## src/sv/config_text_lexer_defines.svh

```systemverilog
// ----------------------------------------------------------------------------
// config_text_lexer_defines
// Assertion macros for the lexer RTL.
// ----------------------------------------------------------------------------
`ifndef CONFIG_TEXT_LEXER_DEFINES_SVH
`define CONFIG_TEXT_LEXER_DEFINES_SVH

// same-cycle implication, disabled in reset
`define CTLEX_ASSERT_IMP(lbl, ante, cons, msg) \
    lbl: assert property (@(posedge i_clk) disable iff (!i_rst_n) (ante) |-> (cons)) \
        else $error(msg);

// next-cycle implication, disabled in reset
`define CTLEX_ASSERT_NXT(lbl, ante, cons, msg) \
    lbl: assert property (@(posedge i_clk) disable iff (!i_rst_n) (ante) |=> (cons)) \
        else $error(msg);

`endif

```

## src/sv/ctlex_pkg.sv

```systemverilog
// ----------------------------------------------------------------------------
// ctlex_pkg
// Types and constants shared by the configuration text lexer.
// ----------------------------------------------------------------------------
package ctlex_pkg;

    localparam logic [7:0] CH_HASH   = 8'h23;
    localparam logic [7:0] CH_COLON  = 8'h3A;
    localparam logic [7:0] CH_UNDER  = 8'h5F;
    localparam logic [7:0] CH_SQUOTE = 8'h27;
    localparam logic [7:0] CH_DQUOTE = 8'h22;
    localparam logic [7:0] CH_NL     = 8'h0A;
    localparam logic [7:0] CH_TAB    = 8'h09;
    localparam logic [7:0] CH_CR     = 8'h0D;
    localparam logic [7:0] CH_SPACE  = 8'h20;

    localparam logic [0:0] REG_KEEP_WS  = 1'b0;
    localparam logic [0:0] REG_KEEP_CMT = 1'b1;

    typedef enum logic [2:0] {
        KIND_SPACE   = 3'd0,
        KIND_COMMENT = 3'd1,
        KIND_SQUOTE  = 3'd2,
        KIND_DQUOTE  = 3'd3,
        KIND_COLON   = 3'd4,
        KIND_IDENT   = 3'd5,
        KIND_UNKNOWN = 3'd6,
        KIND_END     = 3'd7
    } t_kind;

    typedef struct packed {
        logic space;
        logic newline;
        logic hash;
        logic squote;
        logic dquote;
        logic colon;
        logic word;
    } t_char_class;

    typedef struct packed {
        logic keep_ws;
        logic keep_cmt;
    } t_keep;

    typedef struct packed {
        logic       pres;
        logic       eos;
        logic [1:0] slot;
        logic       commit;
    } t_step_ctl;

endpackage

```

## src/sv/config_text_lexer.sv

```systemverilog
// ----------------------------------------------------------------------------
// config_text_lexer
// Streaming tokenizer for configuration text: one source byte per item in,
// one token per item out.
// ----------------------------------------------------------------------------
// Bytes are taken one per cycle into an input register while the block is
// ready for them; the token step for the held byte is combinational and its
// tokens go out through a single output register, one token per cycle while
// the sink is ready. A byte that yields more than one token (at most three: a
// closed token, a single-byte token or flushed token, and the end token)
// holds the input while the output register drains them. There is no
// start-up pass after reset.
`include "config_text_lexer_defines.svh"

module config_text_lexer #(
    parameter int POSITION_BITS = 32,
    parameter int LENGTH_BITS   = 16
) (
    input  logic i_clk,
    input  logic i_rst_n,
    // config write port
    input  logic       i_cfg_we,
    input  logic [0:0] i_cfg_idx,
    input  logic [0:0] i_cfg_data,
    // source bytes
    input  logic       i_s_axis_tvalid,
    output logic       o_s_axis_tready,
    input  logic [7:0] i_s_axis_tdata,   // [7:0] char_code
    input  logic       i_s_axis_tuser,   // [0] char_present
    input  logic       i_s_axis_tlast,   // end_of_source
    // tokens
    output logic       o_m_axis_tvalid,
    input  logic       i_m_axis_tready,
    // data_offset, data_size, token_width, start_line, start_column, zero pad
    output logic [((3*POSITION_BITS+2*LENGTH_BITS+7)/8)*8-1:0] o_m_axis_tdata,
    output logic [2:0] o_m_axis_tuser,   // [2:0] token_kind
    output logic       o_m_axis_tlast    // final_token
);
    import ctlex_pkg::*;

    localparam int PB      = POSITION_BITS;
    localparam int LB      = LENGTH_BITS;
    localparam int TDATA_W = ((3*PB+2*LB+7)/8)*8;

    t_keep       r_keep;
    logic        r_in_vld;
    logic [7:0]  r_code;
    logic        r_pres;
    logic        r_eos;
    logic [1:0]  r_slot;

    t_char_class w_cls;
    t_step_ctl   w_ctl;
    logic [1:0]  w_cnt;
    t_kind       w_kind;
    logic [PB-1:0] w_off, w_line, w_col;
    logic [LB-1:0] w_size, w_wid;
    logic        w_fin;
    logic        w_out_free;
    logic        w_load;
    logic        w_done;
    logic [TDATA_W-1:0] w_tdata;

    always_ff @(posedge i_clk) begin
        if (!i_rst_n) begin
            r_keep.keep_ws  <= 1'b1;
            r_keep.keep_cmt <= 1'b1;
        end else if (i_cfg_we) begin
            unique case (i_cfg_idx)
                REG_KEEP_WS:  r_keep.keep_ws  <= i_cfg_data[0];
                REG_KEEP_CMT: r_keep.keep_cmt <= i_cfg_data[0];
                default:      r_keep <= r_keep;
            endcase
        end
    end

    assign w_load = r_in_vld && (w_cnt != 2'd0) && w_out_free;
    assign w_done = r_in_vld &&
                    ((w_cnt == 2'd0) || (w_out_free && (r_slot == w_cnt - 2'd1)));
    assign o_s_axis_tready = !r_in_vld || w_done;

    always_ff @(posedge i_clk) begin
        if (!i_rst_n) begin
            r_in_vld <= 1'b0;
            r_slot   <= 2'd0;
        end else begin
            if (o_s_axis_tready) begin
                r_in_vld <= i_s_axis_tvalid;
            end
            if (w_done) begin
                r_slot <= 2'd0;
            end else if (w_load) begin
                r_slot <= r_slot + 2'd1;
            end
        end
    end

    always_ff @(posedge i_clk) begin
        if (o_s_axis_tready && i_s_axis_tvalid) begin
            r_code <= i_s_axis_tdata;
            r_pres <= i_s_axis_tuser;
            r_eos  <= i_s_axis_tlast;
        end
    end

    ctlex_class u_class (
        .i_code (r_code),
        .o_cls  (w_cls)
    );

    assign w_ctl.pres   = r_pres;
    assign w_ctl.eos    = r_eos;
    assign w_ctl.slot   = r_slot;
    assign w_ctl.commit = w_done;

    ctlex_core #(
        .POSITION_BITS (PB),
        .LENGTH_BITS   (LB)
    ) u_core (
        .i_clk   (i_clk),
        .i_rst_n (i_rst_n),
        .i_cls   (w_cls),
        .i_keep  (r_keep),
        .i_ctl   (w_ctl),
        .o_cnt   (w_cnt),
        .o_kind  (w_kind),
        .o_off   (w_off),
        .o_size  (w_size),
        .o_wid   (w_wid),
        .o_line  (w_line),
        .o_col   (w_col),
        .o_fin   (w_fin)
    );

    assign w_tdata = TDATA_W'({w_col, w_line, w_wid, w_size, w_off});

    ctlex_obuf #(
        .DATA_W (TDATA_W)
    ) u_obuf (
        .i_clk           (i_clk),
        .i_rst_n         (i_rst_n),
        .i_load          (w_load),
        .i_data          (w_tdata),
        .i_kind          (w_kind),
        .i_fin           (w_fin),
        .o_free          (w_out_free),
        .o_m_axis_tvalid (o_m_axis_tvalid),
        .i_m_axis_tready (i_m_axis_tready),
        .o_m_axis_tdata  (o_m_axis_tdata),
        .o_m_axis_tuser  (o_m_axis_tuser),
        .o_m_axis_tlast  (o_m_axis_tlast)
    );

    `CTLEX_ASSERT_IMP(a_slot_in_range, r_in_vld && (w_cnt != 2'd0), r_slot < w_cnt, "token slot past count")
    `CTLEX_ASSERT_IMP(a_end_always, r_in_vld && r_eos, w_cnt != 2'd0, "end of source without end token")
    `CTLEX_ASSERT_NXT(a_slot_cleared, w_done, r_slot == 2'd0, "slot not cleared after item")
    `CTLEX_ASSERT_NXT(a_item_held, w_load && !w_done, r_in_vld, "item dropped with tokens pending")
    `CTLEX_ASSERT_IMP(a_last_is_end, o_m_axis_tvalid, o_m_axis_tlast == (o_m_axis_tuser == KIND_END), "tlast and end kind disagree")

endmodule

```

## src/sv/ctlex_class.sv

```systemverilog
// ----------------------------------------------------------------------------
// ctlex_class
// Byte classifier: whitespace, word characters and delimiters.
// ----------------------------------------------------------------------------
module ctlex_class (
    input  logic [7:0]            i_code,
    output ctlex_pkg::t_char_class o_cls
);
    import ctlex_pkg::*;

    always_comb begin
        o_cls.newline = (i_code == CH_NL);
        o_cls.space   = (i_code == CH_SPACE) || (i_code == CH_TAB) ||
                        (i_code == CH_CR) || (i_code == CH_NL);
        o_cls.hash    = (i_code == CH_HASH);
        o_cls.squote  = (i_code == CH_SQUOTE);
        o_cls.dquote  = (i_code == CH_DQUOTE);
        o_cls.colon   = (i_code == CH_COLON);
        o_cls.word    = (i_code >= 8'h61 && i_code <= 8'h7A) ||
                        (i_code >= 8'h41 && i_code <= 8'h5A) ||
                        (i_code >= 8'h30 && i_code <= 8'h39) ||
                        (i_code == CH_UNDER);
    end

endmodule

```

## src/sv/ctlex_core.sv

```systemverilog
// ----------------------------------------------------------------------------
// ctlex_core
// Lexer state and token step: works out up to three tokens for the held item
// and presents the one picked by the slot index; state advances on commit.
// ----------------------------------------------------------------------------
module ctlex_core #(
    parameter int POSITION_BITS = 32,
    parameter int LENGTH_BITS   = 16
) (
    input  logic                     i_clk,
    input  logic                     i_rst_n,
    input  ctlex_pkg::t_char_class   i_cls,
    input  ctlex_pkg::t_keep         i_keep,
    input  ctlex_pkg::t_step_ctl     i_ctl,
    output logic [1:0]               o_cnt,
    output ctlex_pkg::t_kind         o_kind,
    output logic [POSITION_BITS-1:0] o_off,
    output logic [LENGTH_BITS-1:0]   o_size,
    output logic [LENGTH_BITS-1:0]   o_wid,
    output logic [POSITION_BITS-1:0] o_line,
    output logic [POSITION_BITS-1:0] o_col,
    output logic                     o_fin
);
    import ctlex_pkg::*;

    localparam int PB = POSITION_BITS;
    localparam int LB = LENGTH_BITS;

    typedef enum logic [2:0] {
        M_IDLE    = 3'd0,
        M_SPACE   = 3'd1,
        M_COMMENT = 3'd2,
        M_SQUOTE  = 3'd3,
        M_DQUOTE  = 3'd4,
        M_WORD    = 3'd5
    } t_mode;

    typedef struct packed {
        t_kind          kind;
        logic [PB-1:0]  off;
        logic [LB-1:0]  size;
        logic [LB-1:0]  wid;
        logic [PB-1:0]  line;
        logic [PB-1:0]  col;
        logic           fin;
    } t_res;

    function automatic logic [PB-1:0] pos_inc(input logic [PB-1:0] a);
        return (&a) ? a : a + 1'b1;
    endfunction

    function automatic logic [LB-1:0] len_add(input logic [LB-1:0] a,
                                              input logic [1:0] d);
        logic [LB:0] s;
        s = {1'b0, a} + {{(LB-1){1'b0}}, d};
        return s[LB] ? {LB{1'b1}} : s[LB-1:0];
    endfunction

    t_mode         r_mode, n_mode;
    logic [PB-1:0] r_open_off, n_open_off;
    logic [LB-1:0] r_open_len, n_open_len;
    logic [PB-1:0] r_open_line, n_open_line;
    logic [PB-1:0] r_open_col, n_open_col;
    logic [PB-1:0] r_line, n_line;
    logic [PB-1:0] r_col, n_col;
    logic [PB-1:0] r_boff, n_boff;

    t_mode         mode1;
    logic [PB-1:0] off1, line1, col1, cline1, ccol1, boff1;
    logic [LB-1:0] len1;
    logic          done;
    logic [3:0]    emit;
    t_res          cand [4];
    t_res          sel;
    logic [1:0]    seen;
    logic [1:0]    c1_delim;
    logic [LB-1:0] all_len;

    always_comb begin
        mode1    = r_mode;
        off1     = r_open_off;
        len1     = r_open_len;
        line1    = r_open_line;
        col1     = r_open_col;
        cline1   = r_line;
        ccol1    = r_col;
        boff1    = r_boff;
        done     = 1'b0;
        emit     = 4'b0000;
        c1_delim = 2'd0;

        cand[0]      = '0;
        cand[0].line = r_open_line;
        cand[0].col  = r_open_col;
        cand[0].size = r_open_len;
        cand[0].off  = r_open_off;

        cand[1]      = '0;
        cand[1].kind = i_cls.colon ? KIND_COLON : KIND_UNKNOWN;
        cand[1].off  = r_boff;
        cand[1].size = {{(LB-1){1'b0}}, 1'b1};
        cand[1].wid  = {{(LB-1){1'b0}}, 1'b1};
        cand[1].line = r_line;
        cand[1].col  = r_col;

        // byte step
        if (i_ctl.pres) begin
            unique case (r_mode)
                M_SPACE: begin
                    if (i_cls.space) begin
                        len1 = len_add(r_open_len, 2'd1);
                        done = 1'b1;
                    end else begin
                        emit[0]      = i_keep.keep_ws;
                        cand[0].kind = KIND_SPACE;
                        mode1        = M_IDLE;
                    end
                end
                M_COMMENT: begin
                    if (!i_cls.newline) begin
                        len1 = len_add(r_open_len, 2'd1);
                        done = 1'b1;
                    end else begin
                        emit[0]      = i_keep.keep_cmt;
                        cand[0].kind = KIND_COMMENT;
                        cand[0].off  = pos_inc(r_open_off);
                        c1_delim     = 2'd1;
                        mode1        = M_IDLE;
                    end
                end
                M_SQUOTE, M_DQUOTE: begin
                    done = 1'b1;
                    if ((r_mode == M_SQUOTE) ? i_cls.squote : i_cls.dquote) begin
                        emit[0]      = 1'b1;
                        cand[0].kind = (r_mode == M_SQUOTE) ? KIND_SQUOTE : KIND_DQUOTE;
                        cand[0].off  = pos_inc(r_open_off);
                        c1_delim     = 2'd2;
                        mode1        = M_IDLE;
                    end else begin
                        len1 = len_add(r_open_len, 2'd1);
                    end
                end
                M_WORD: begin
                    if (i_cls.word) begin
                        len1 = len_add(r_open_len, 2'd1);
                        done = 1'b1;
                    end else begin
                        emit[0]      = 1'b1;
                        cand[0].kind = KIND_IDENT;
                        mode1        = M_IDLE;
                    end
                end
                default: mode1 = M_IDLE;
            endcase

            if (!done) begin
                priority if (i_cls.space) begin
                    mode1 = M_SPACE;
                    len1  = {{(LB-1){1'b0}}, 1'b1};
                end else if (i_cls.hash) begin
                    mode1 = M_COMMENT;
                    len1  = '0;
                end else if (i_cls.squote) begin
                    mode1 = M_SQUOTE;
                    len1  = '0;
                end else if (i_cls.dquote) begin
                    mode1 = M_DQUOTE;
                    len1  = '0;
                end else if (i_cls.word) begin
                    mode1 = M_WORD;
                    len1  = {{(LB-1){1'b0}}, 1'b1};
                end else begin
                    emit[1] = 1'b1;
                end
                if (!emit[1]) begin
                    off1  = r_boff;
                    line1 = r_line;
                    col1  = r_col;
                end
            end

            boff1 = pos_inc(r_boff);
            if (i_cls.newline) begin
                cline1 = pos_inc(r_line);
                ccol1  = {{(PB-1){1'b0}}, 1'b1};
            end else begin
                ccol1  = pos_inc(r_col);
            end
        end
        cand[0].wid = len_add(r_open_len, c1_delim);

        // end of source: flush open token, then end token
        all_len      = len_add(len1, 2'd1);
        cand[2]      = '0;
        cand[2].off  = off1;
        cand[2].size = len1;
        cand[2].wid  = len1;
        cand[2].line = line1;
        cand[2].col  = col1;
        cand[3]      = '0;
        cand[3].kind = KIND_END;
        cand[3].fin  = 1'b1;
        if (i_ctl.eos) begin
            emit[3] = 1'b1;
            unique case (mode1)
                M_SPACE: begin
                    emit[2]      = i_keep.keep_ws;
                    cand[2].kind = KIND_SPACE;
                end
                M_COMMENT: begin
                    emit[2]      = i_keep.keep_cmt;
                    cand[2].kind = KIND_COMMENT;
                    cand[2].off  = pos_inc(off1);
                    cand[2].wid  = all_len;
                end
                M_SQUOTE, M_DQUOTE: begin
                    emit[2]      = 1'b1;
                    cand[2].kind = KIND_UNKNOWN;
                    cand[2].size = all_len;
                    cand[2].wid  = all_len;
                end
                M_WORD: begin
                    emit[2]      = 1'b1;
                    cand[2].kind = KIND_IDENT;
                end
                default: emit[2] = 1'b0;
            endcase
        end

        sel  = cand[3];
        seen = 2'd0;
        for (int i = 0; i < 4; i++) begin
            if (emit[i]) begin
                if (seen == i_ctl.slot) begin
                    sel = cand[i];
                end
                seen = seen + 2'd1;
            end
        end
    end

    assign o_cnt  = {1'b0, emit[0]} + {1'b0, emit[1]} + {1'b0, emit[2]} + {1'b0, emit[3]};
    assign o_kind = sel.kind;
    assign o_off  = sel.off;
    assign o_size = sel.size;
    assign o_wid  = sel.wid;
    assign o_line = sel.line;
    assign o_col  = sel.col;
    assign o_fin  = sel.fin;

    always_comb begin
        if (i_ctl.eos) begin
            n_mode      = M_IDLE;
            n_open_off  = '0;
            n_open_len  = '0;
            n_open_line = {{(PB-1){1'b0}}, 1'b1};
            n_open_col  = {{(PB-1){1'b0}}, 1'b1};
            n_line      = {{(PB-1){1'b0}}, 1'b1};
            n_col       = {{(PB-1){1'b0}}, 1'b1};
            n_boff      = '0;
        end else begin
            n_mode      = mode1;
            n_open_off  = off1;
            n_open_len  = len1;
            n_open_line = line1;
            n_open_col  = col1;
            n_line      = cline1;
            n_col       = ccol1;
            n_boff      = boff1;
        end
    end

    always_ff @(posedge i_clk) begin
        if (!i_rst_n) begin
            r_mode      <= M_IDLE;
            r_open_off  <= '0;
            r_open_len  <= '0;
            r_open_line <= {{(PB-1){1'b0}}, 1'b1};
            r_open_col  <= {{(PB-1){1'b0}}, 1'b1};
            r_line      <= {{(PB-1){1'b0}}, 1'b1};
            r_col       <= {{(PB-1){1'b0}}, 1'b1};
            r_boff      <= '0;
        end else if (i_ctl.commit) begin
            r_mode      <= n_mode;
            r_open_off  <= n_open_off;
            r_open_len  <= n_open_len;
            r_open_line <= n_open_line;
            r_open_col  <= n_open_col;
            r_line      <= n_line;
            r_col       <= n_col;
            r_boff      <= n_boff;
        end
    end

endmodule

```

## src/sv/ctlex_obuf.sv

```systemverilog
// ----------------------------------------------------------------------------
// ctlex_obuf
// Token output register on the master stream side.
// ----------------------------------------------------------------------------
module ctlex_obuf #(
    parameter int DATA_W = 128
) (
    input  logic              i_clk,
    input  logic              i_rst_n,
    input  logic              i_load,
    input  logic [DATA_W-1:0] i_data,
    input  ctlex_pkg::t_kind  i_kind,
    input  logic              i_fin,
    output logic              o_free,
    output logic              o_m_axis_tvalid,
    input  logic              i_m_axis_tready,
    output logic [DATA_W-1:0] o_m_axis_tdata,
    output logic [2:0]        o_m_axis_tuser,
    output logic              o_m_axis_tlast
);
    import ctlex_pkg::*;

    logic              r_vld;
    logic [DATA_W-1:0] r_data;
    t_kind             r_kind;
    logic              r_fin;

    assign o_free = !r_vld || i_m_axis_tready;

    always_ff @(posedge i_clk) begin
        if (!i_rst_n) begin
            r_vld <= 1'b0;
        end else if (o_free) begin
            r_vld <= i_load;
        end
    end

    always_ff @(posedge i_clk) begin
        if (o_free && i_load) begin
            r_data <= i_data;
            r_kind <= i_kind;
            r_fin  <= i_fin;
        end
    end

    assign o_m_axis_tvalid = r_vld;
    assign o_m_axis_tdata  = r_data;
    assign o_m_axis_tuser  = r_kind;
    assign o_m_axis_tlast  = r_fin;

endmodule

```

## config.mk

```make
export PLATFORM = sky130hd
export DESIGN_NAME = config_text_lexer
export DESIGN_NICKNAME = d
export VERILOG_FILES = /design/src/sv/ctlex_pkg.sv /design/src/sv/config_text_lexer.sv /design/src/sv/ctlex_class.sv /design/src/sv/ctlex_core.sv /design/src/sv/ctlex_obuf.sv
export VERILOG_INCLUDE_DIRS = /design/src /design/src/sv
export SDC_FILE = /design/constraint.sdc
export NUM_CORES = 1
export LEC_CHECK = 0
export CORE_ASPECT_RATIO = 2
export CORE_UTILIZATION = 44
export CTS_CLUSTER_DIAMETER = 30
export DETAILED_ROUTE_END_ITERATION = 16
export DONT_BUFFER_PORTS = 1
export PLACE_DENSITY = 0.59
export SLEW_MARGIN = 20
export SYNTH_ARGS = -nofsm -noshare
export SYNTH_HDL_FRONTEND = slang
export SYNTH_SLANG_ARGS = --single-unit
```

## constraint.sdc

```tcl
create_clock -name i_clk -period 25.8 [get_ports i_clk]
set_clock_uncertainty 0.05 [all_clocks]
set_input_delay 3.87 -clock i_clk [delete_from_list [all_inputs] [get_ports i_clk]]
set_output_delay 3.87 -clock i_clk [all_outputs]
set_load 0.03 [all_outputs]
```

==> summary.md, run 1 <==
The run finished with clean final reports. In this run, post-CTS hold repair placed 0 buffers. Slew at the pin closest to its max-slew limit: 1.21 ns. The wire length per cell after detailed routing was 25.3 um. For the number of nets still failing antenna checks after routing, the log shows 0. The DRC violation total after the first TritonRoute iteration came out at 1,122. By instance count, the leading cell after synthesis is sky130_fd_sc_hd__nor2_1. The worst setup path is launched from a register.

Summed over all instances, the cell type with the most area after synthesis is sky130_fd_sc_hd__dfxtp_1. The run gives 0.60 ns as the later-pin clock latency in the skew report. Synthesis produced a netlist with a net count of 2,152. The total of flip-flops plus latches after synthesis was 359. The number of clock buffers added by TritonCTS is 51. The relative contribution of combinational cells to total power was 0.177; the number of stages on the worst hold path was 2.

The analysis attributes to net switching a power of 0.676 mW. For the total DRC errors in the routed layout, the log shows 0. Root buffer cell: sky130_fd_sc_hd__clkbuf_16. The commonest cells after synthesis are sky130_fd_sc_hd__nor2_1, sky130_fd_sc_hd__dfxtp_1, sky130_fd_sc_hd__nand2_1. After synthesis, the netlist uses 82 different library cells. The class of the worst hold path is register to register.

The most used flip-flop cell after synthesis is sky130_fd_sc_hd__dfxtp_1. In this run the number of H-tree levels came out at 2. At the worst endpoint, the required time is 21.88 ns.

The count of pins over their slew limit is 0. Tracing the worst setup path back leads to its startpoint at r_code[1]. The Yosys step of the flow raised 0 warnings. The number of enable-type register cells in the synthesized netlist came out at 142.

The run gives 0 as the hold violation total from the final report. Core area: 0.0427 sq mm. The net count of the finished layout is 2,080.

The number of antenna diodes in the final layout is 0. The post-route fraction of the period consumed by the critical path came out at 0.356. The post-detailed-placement half-perimeter wirelength is 45,900 um, and the setup-violating endpoint count in the final report is 0. After synthesis the cells add up to 0.0191 sq mm.

Measured along the y axis, the die boundary spans 297 um. The die covers 0.0444 sq mm. In this run the worst path has a maximum fanout of 10. Dividing the synthesized area by the synthesized cell count gives 9.02 sq um. The area growth from synthesis to layout is 11.5%. The tools report the sequential cell fraction of total power as 0.429. Pin placement for this block handled 151 I/O pins. In this run the power density over the cells is 85.1 mW/mm^2.

The tools report the number of standard-cell rows in the floorplan as 107. The clock network fraction of total power came out at 0.394. The capturing point of the worst reg2reg path is u_core.r_boff[26]. Worst-case headroom to the max-slew limit: 0.185.

The width of the die is 149 um, and the remaining global-route overflow is 0. TritonCTS built the clock tree. Entering global routing, the biggest net connects 90 pins. Using the TritonRoute via totals, the vias-per-cell ratio works out to 6.32.

The logic depth of the worst register-to-register path was 21; the number of maximum-capacitance violations was 0. The number of buffers inserted to repair setup after CTS is 0. The via count of the first global-routing pass was 16.5k. Static timing analysis puts the maximum clock frequency at 109 MHz. The run gives 0.299 as the global-route total usage across every layer.

The clock net in this run drives a total of 359 sinks. Cell internal power was estimated by the tool at 1.14 mW. The worst register-to-register path begins at r_code[1]. The logs give 5.26 ns for the worst endpoint data arrival time and 5 for the length of the first detailed-routing pass in iterations.

The final-layout fill cell count came out at 3,989. Synthesis handed over a netlist of 2,119 instances. Setup repair after global routing left no endpoint under its margin. The share of flip-flops with an asynchronous set or reset came out at 0.

The fraction of post-synthesis cell area in the top cell type by area is 0.227, and the final critical path time including I/O delays and setup is 9.18 ns. Wires add up to 66,700 um. The initial antenna violation count is 0, and the share of final-layout standard cells stronger than drive strength 1 is 0.0890. The logs give 0 ns for the setup TNS and 0.0213 sq mm for the finished layout cell area. Post-CTS repair changed the size of 0 cells. Ranked by total cell area, the synthesized netlist is headed by sky130_fd_sc_hd__dfxtp_1, sky130_fd_sc_hd__edfxtp_1, sky130_fd_sc_hd__nor2_1, sky130_fd_sc_hd__xor2_1, sky130_fd_sc_hd__a22o_1. The clock slew at the register clock pins of the worst setup and hold paths was 0.07 ns. The final weighted congestion in routability-driven placement was 1.03.

For hold timing, the worst endpoint is u_core.r_open_line[16]. Class of the most critical setup path: register to output pin. The switching power as a share of total power was 0.372. The leakage power of the design is 7.28 nW.

The total via count after detailed routing is 16.7k. The worst setup path is captured at an output pin. The peak supply drop is 0.0515 mV. In this run the tool buffered the top-level ports with 0 buffer cells.

Effective utilization at floorplan: 0.448. The run gives 0.450 as the sequential share of the synthesized area. The first-pass GRT wire length is 101,000 um. For the placed instance area, the log shows 0.0195 sq mm. Setup slack on the worst reg-to-reg path comes out at 18.49 ns. The maximum clock insertion buffer count was 3. The worst min-delay path startpoint was u_core.r_open_line[16].
power by group through the flow:
| stage | Clock (mW) | Combinational [mW] | Sequential, mW |
|---|---|---|---|
| floorplan | 0 | 0.205 | 0.786 |
| global placement | 0 | 0.315 | 0.792 |
| detailed placement | 0 | 0.317 | 0.791 |
| CTS | 0.725 | 0.318 | 0.780 |
| global route | 0.751 | 0.343 | 0.785 |
| finish | 0.715 | 0.321 | 0.779 |
worst max-delay path: stages, from the launching register on:
cell	delay, ns
sky130_fd_sc_hd__edfxtp_1	0.52
sky130_fd_sc_hd__o41a_1	0.46
sky130_fd_sc_hd__o221ai_1	0.50
sky130_fd_sc_hd__o2bb2ai_1	0.29
sky130_fd_sc_hd__a21oi_1	0.71
sky130_fd_sc_hd__nand2_1	0.23
sky130_fd_sc_hd__inv_1	0.15
sky130_fd_sc_hd__fa_1	0.42
sky130_fd_sc_hd__ha_1	0.32
sky130_fd_sc_hd__inv_1	0.05
sky130_fd_sc_hd__ha_1	0.29
sky130_fd_sc_hd__xor2_1	0.14
sky130_fd_sc_hd__and3_1	0.21
sky130_fd_sc_hd__nor2_1	0.19
sky130_fd_sc_hd__inv_1	0.20
how the worst max path moves through the flow:
| stage | end | depth (start not counted) | slack [ns] |
|---|---|---|---|
| 5_1_grt | o_s_axis_tready | 14 | 16.35 |
| 6_report | o_s_axis_tready | 14 | 16.62 |
| 3_5_place_dp | o_s_axis_tready | 14 | 17.21 |
| 3_3_place_gp | o_s_axis_tready | 4 | 17.20 |
| 2_1_floorplan | r_slot[1] | 4 | 15.11 |
| 4_1_cts | o_s_axis_tready | 14 | 16.60 |
cells by family after synthesis:
group | count (synthesis) | share of synthesized area
xor+xnor | 163 | 0.0747
compound gates | 511 | 0.189
fa+ha+maj | 16 | 0.0113
buf+inv | 195 | 0.0397
mux | 35 | 0.0195
flops | 359 | 0.450
simple gates | 840 | 0.216
metrics by stage:
stage	total power, mW	hold WS, ns	worst slack (ns)	utilization	std cells
floorplan	0.991	0.376	15.11	-	2119
CTS	1.82	0.417	16.60	0.499	2634
detailed placement	1.11	0.401	17.21	0.457	2538
finish	1.82	0.417	16.62	0.499	2635
global placement	1.11	0.391	17.20	0.457	2538
global route	1.88	0.437	16.35	0.499	2635
per-layer routing:
layer,track usage,share of wire,up-vias
met5,0,0,-
met4,0.217,0.079,0
met3,0.0465,0.049,267
met2,0.543,0.53,666
met1,0.303,0.35,8054
li1,-,-,7668
placed cells by master, fill, tap and decap left out, types with 77 or more instances in the layout:
| master | count |
|---|---|
| sky130_fd_sc_hd__nor2_1 | 245 |
| sky130_fd_sc_hd__a22oi_1 | 80 |
| sky130_fd_sc_hd__o21ai_0 | 93 |
| sky130_fd_sc_hd__edfxtp_1 | 142 |
| sky130_fd_sc_hd__a21oi_1 | 77 |
| sky130_fd_sc_hd__xor2_1 | 95 |
| sky130_fd_sc_hd__a22o_1 | 94 |
| sky130_fd_sc_hd__nand2_1 | 190 |
| sky130_fd_sc_hd__dfxtp_1 | 217 |
| sky130_fd_sc_hd__nand3_1 | 88 |
final cells by class:
| type | count | area (sq um) | share of cell area |
|---|---|---|---|
| multi-input combinational | 1565 | 9850 | 0.462 |
| sequential | 359 | 8610 | 0.404 |
| clock buffer | 53 | 1280 | 0.0602 |
| tap | 545 | 682 | 0.0320 |
| clock inverter | 43 | 483 | 0.0226 |
| timing repair buffer | 38 | 298 | 0.0140 |
| inverter | 32 | 120 | 0.00563 |
sequential cells by signal, indices dropped and copies added (netlist names):
register	cells
u_core.r_open_col	32
u_core.r_open_len	16
u_core.r_boff	32
u_core.r_col	32
u_obuf.o_m_axis_tdata	128
u_core.r_open_line	32
u_core.r_mode	3
r_code	8
r_eos	1
u_core.r_line	32
r_slot	2
r_pres	1
u_obuf.o_m_axis_tlast	1
r_in_vld	1
r_keep	2
u_obuf.o_m_axis_tuser	3
u_obuf.o_m_axis_tvalid	1
u_core.r_open_off	32
No activity file was read; power rests on OpenSTA's default activity.
==> run 2, diff against run 1 <==
Settings changed: ABC_AREA set to 1.
Clock period 25.8 ns to 9.05 ns, I/O delays scaled along.
==> run 2 against run 1 <==
- sequential share of layout area decreased by 5.1 points
- clock power increased to 3.4 times the previous value
- setup slack got worse by 14 ns
- design area increased by 15%
- largest power group is now the clock network
==> summary.md, run 2 <==
Sorting the synthesized cells by area gives the leading types as sky130_fd_sc_hd__dfxtp_1, sky130_fd_sc_hd__edfxtp_1, sky130_fd_sc_hd__nand2_1, sky130_fd_sc_hd__o21ai_0, sky130_fd_sc_hd__inv_1. The top cell types in the final layout, fill and taps aside, are sky130_fd_sc_hd__nand2_1, sky130_fd_sc_hd__inv_1, sky130_fd_sc_hd__nor2_1, sky130_fd_sc_hd__o21ai_0, sky130_fd_sc_hd__dfxtp_1. DRC violation total after the first TritonRoute iteration: 1,763 (+57%). TritonCTS built the clock tree. Vias per cell: 5.81 (-8.1%).

For the share of the core filled with cells in the final layout, the log shows 0.496 (-0.00295). Counting instances in the post-synthesis netlist gives the leading cell types as sky130_fd_sc_hd__nand2_1, sky130_fd_sc_hd__inv_1, sky130_fd_sc_hd__nor2_1. The TritonCTS buffer count was 59 (+16%).

The most used flip-flop cell after synthesis is sky130_fd_sc_hd__dfxtp_1. The share of flip-flops with an asynchronous set or reset was 0 (unchanged); the via count of the first global-routing pass was 21.7k (+31%). I/O pin count: 151 (unchanged). The number of flip-flops under the largest register name was 128 (unchanged). The tools report the number of maximum-capacitance violations as 0 (unchanged). The maximum fanout count along the critical path is 39 (+29), and the hold buffer count at cts is 0 (unchanged). The delay of the slowest cell on the worst path works out to 0.53 ns (-0.18 ns). The maximum number of pins on one net before global-route repair was 83 (-7.8%). The number of buffers inserted to repair setup after CTS is 0 (unchanged). In this run the clock root is driven by a sky130_fd_sc_hd__clkbuf_16.

The total of flip-flops plus latches after synthesis is 359 (unchanged). The run gives 9.51 ns (-12.37 ns) as the required time reported for the critical path endpoint. The worst-case headroom to the max-slew limit is 0.212 (+0.0278).

The run gives 115 (+7.5%) as the number of standard-cell rows in the floorplan. For the total area of sequential cells, the log shows 0.00861 sq mm (unchanged). The most common cell in the synthesized netlist is sky130_fd_sc_hd__nand2_1. The tools report the post-synthesis instance total as 3,179 (+50%). The distinct cell type count after synthesis was 62 (-24%); the cell area power density was 242 mW/mm^2 (+180%). For the multi-input combinational cell area, the log shows 0.0110 sq mm (+12%). The logs give 0.63 ns (+0.03 ns) for the later-pin clock latency in the skew report and 3,811 (+45%) for the number of cells in the finished layout apart from fillers.

Initial antenna violation count: 2 (+2). The run finished with clean final reports. The leading cell type in the layout, fill and taps excluded is sky130_fd_sc_hd__nand2_1.

The logs give 7.16 ns (+1.90 ns) for the worst endpoint data arrival time and 3 (unchanged) for the maximum clock insertion buffer count. The tools report the post-CTS resize count as 0 (unchanged). The clock slew at the register clock pins of the worst setup and hold paths is 0.06 ns (about the same). For this design, the slowest cell found on the critical path is sky130_fd_sc_hd__a21oi_1. The share of final-layout standard cells stronger than drive strength 1 is 0.0682 (-0.0208). The finished layout cell area was 0.0244 sq mm (+15%); the global-route total usage across every layer was 0.314 (+0.0144). By startpoint and endpoint, the worst setup path is classified as register to register. The worst setup path is captured at a register. Post-route fraction of the period consumed by the critical path: 0.740. The worst reg-to-reg setup slack was 2.35 ns (-16.14 ns); the netlist area before placement was 0.0219 sq mm (+15%). The total instance count after detailed placement came out at 3,697 (+46%). The effective utilization at floorplan is 0.445 (-0.00262), and the hold violation total from the final report is 0 (unchanged).

For the length of the first detailed-routing pass in iterations, the log shows 8 (+3). The sequential share of the synthesized area was 0.393 (-0.0572); the number of nets produced by synthesis was 3,212 (+49%). The run gives 0 (unchanged) as the setup-violating endpoint count in the final report. The tools report the total of warnings raised by yosys as 0 (unchanged).

The tools report the number of nets still failing antenna checks after routing as 0 (unchanged). The tools report the final-layout fill cell count as 5,026 (+26%). The count of pins over their slew limit is 0 (unchanged), and the floorplan die area is 0.0507 sq mm (+14%). First-pass GRT wire length: 124,000 um (+23%).

STA classifies the critical path startpoint as a register. The logs give 359 (unchanged) for the number of sinks on the clock net and 0.166 mV (+220%) for the peak supply drop. The vertical die dimension came out at 318 um (+7.0%). The largest total area in the synthesized netlist belongs to sky130_fd_sc_hd__dfxtp_1. The worst slack after detailed placement is 2.46 ns (-14.75 ns). The fraction of post-synthesis cell area in the top cell type by area works out to 0.198 (-0.0289).

For the core area, the log shows 0.0492 sq mm (+15%). The worst path needs 6.70 ns of the cycle, external delays included. For the number of nets in the final layout, the log shows 3,148 (+51%). The per-instance average area after synthesis is 6.89 sq um (-24%), and the remaining global-route overflow is 0 (unchanged). The placed instance area came out at 0.0223 sq mm (+14%). The post-layout worst setup margin is 2.35 ns (-14.26 ns).

The quantity of I/O buffers inserted on ports came out at 0 (unchanged). Setup repair after global routing left no endpoint under its margin. Total wirelength of the detailed-routed design: 81,000 um (+21%). The post-synthesis to final-layout area growth works out to 11.5% (about the same). The tools report the maximum level of the CTS H-tree as 2 (unchanged).

The width of the die is 160 um (+6.9%). Total DRC errors in the routed layout: 0 (unchanged). The number of enable-type register cells in the synthesized netlist is 142 (unchanged), and the slew at the pin closest to its max-slew limit is 1.18 ns (-0.0305 ns).

Timing would allow up to 149 MHz. The final weighted congestion in routability-driven placement was 1.02 (-1.1%). Setup TNS: 0 ns (unchanged). The post-detailed-placement half-perimeter wirelength is 57,000 um (+24%). Wire length per cell after detailed routing: 21.2 um (-16%). The class of the worst hold path is register to register. The leakage power of the design is 9.57 nW (+31%), and the total via count after detailed routing is 22.1k (+33%).
run 2: final timing paths:
path	cells past startpoint	endpoint	startpoint
worst max register to register	36	u_core.r_line[15]	r_code[2]
worst max-delay path	36	u_core.r_line[15]	r_code[2]
worst min-delay path	2	u_core.r_open_col[28]	u_core.r_open_col[28]
worst min register to register	2	u_core.r_open_col[28]	u_core.r_open_col[28]
run 2: power by group:
group          switching (mW)  internal, mW
Clock                   0.985          1.42
Sequential              0.333          1.92
Combinational            1.01         0.253
run 2: area by class of cell:
| class | count | share of cell area |
|---|---|---|
| flip-flops and latches | 359 | 0.352 |
| repair buffers | 23 | 0.00707 |
| diodes | 2 | 0.000205 |
| well taps | 643 | 0.0329 |
| inverters | 448 | 0.0690 |
| multi-input cells | 2224 | 0.451 |
| clock buffers | 62 | 0.0618 |
| clock inverters | 50 | 0.0256 |
run 2: through the flow:
step           total power [mW]  hold WS, ns
6_report                   5.92        0.447
4_1_cts                    5.95        0.447
3_5_place_dp               3.53        0.437
2_1_floorplan              3.12        0.393
3_3_place_gp               3.52        0.413
5_1_grt                    6.14        0.469
run 2: cell families (layout without fill, tap and decap cells):
| logic type | count (synthesis) | in the layout | synth area share |
|---|---|---|---|
| and+or+nand+nor | 1424 | 1424 | 0.284 |
| AOI/OAI and AO/OA | 746 | 746 | 0.191 |
| buffers and inverters | 596 | 583 | 0.107 |
| DFF | 359 | 359 | 0.393 |
| xor gates and xnor gates | 38 | 38 | 0.0152 |
| adders and majority gates | 16 | 16 | 0.00982 |
| other | 0 | 2 | 0 |
run 2: worst max-delay path, delay by kind of cell (launching register included):
family	cells	cell delay, ns
buffers and inverters	7	0.99
DFF	1	0.46
and+or+nand+nor	20	3.21
adders and majority gates	2	0.58
AOI/OAI and AO/OA	7	1.28
run 2: routing by layer:
metal  share of wire  up-vias  global-route usage
met2            0.52      950               0.576
met4           0.066        0               0.201
met5               0        -                   0
met1            0.36    10364               0.338
li1                -    10544                   -
met3           0.055      285              0.0361
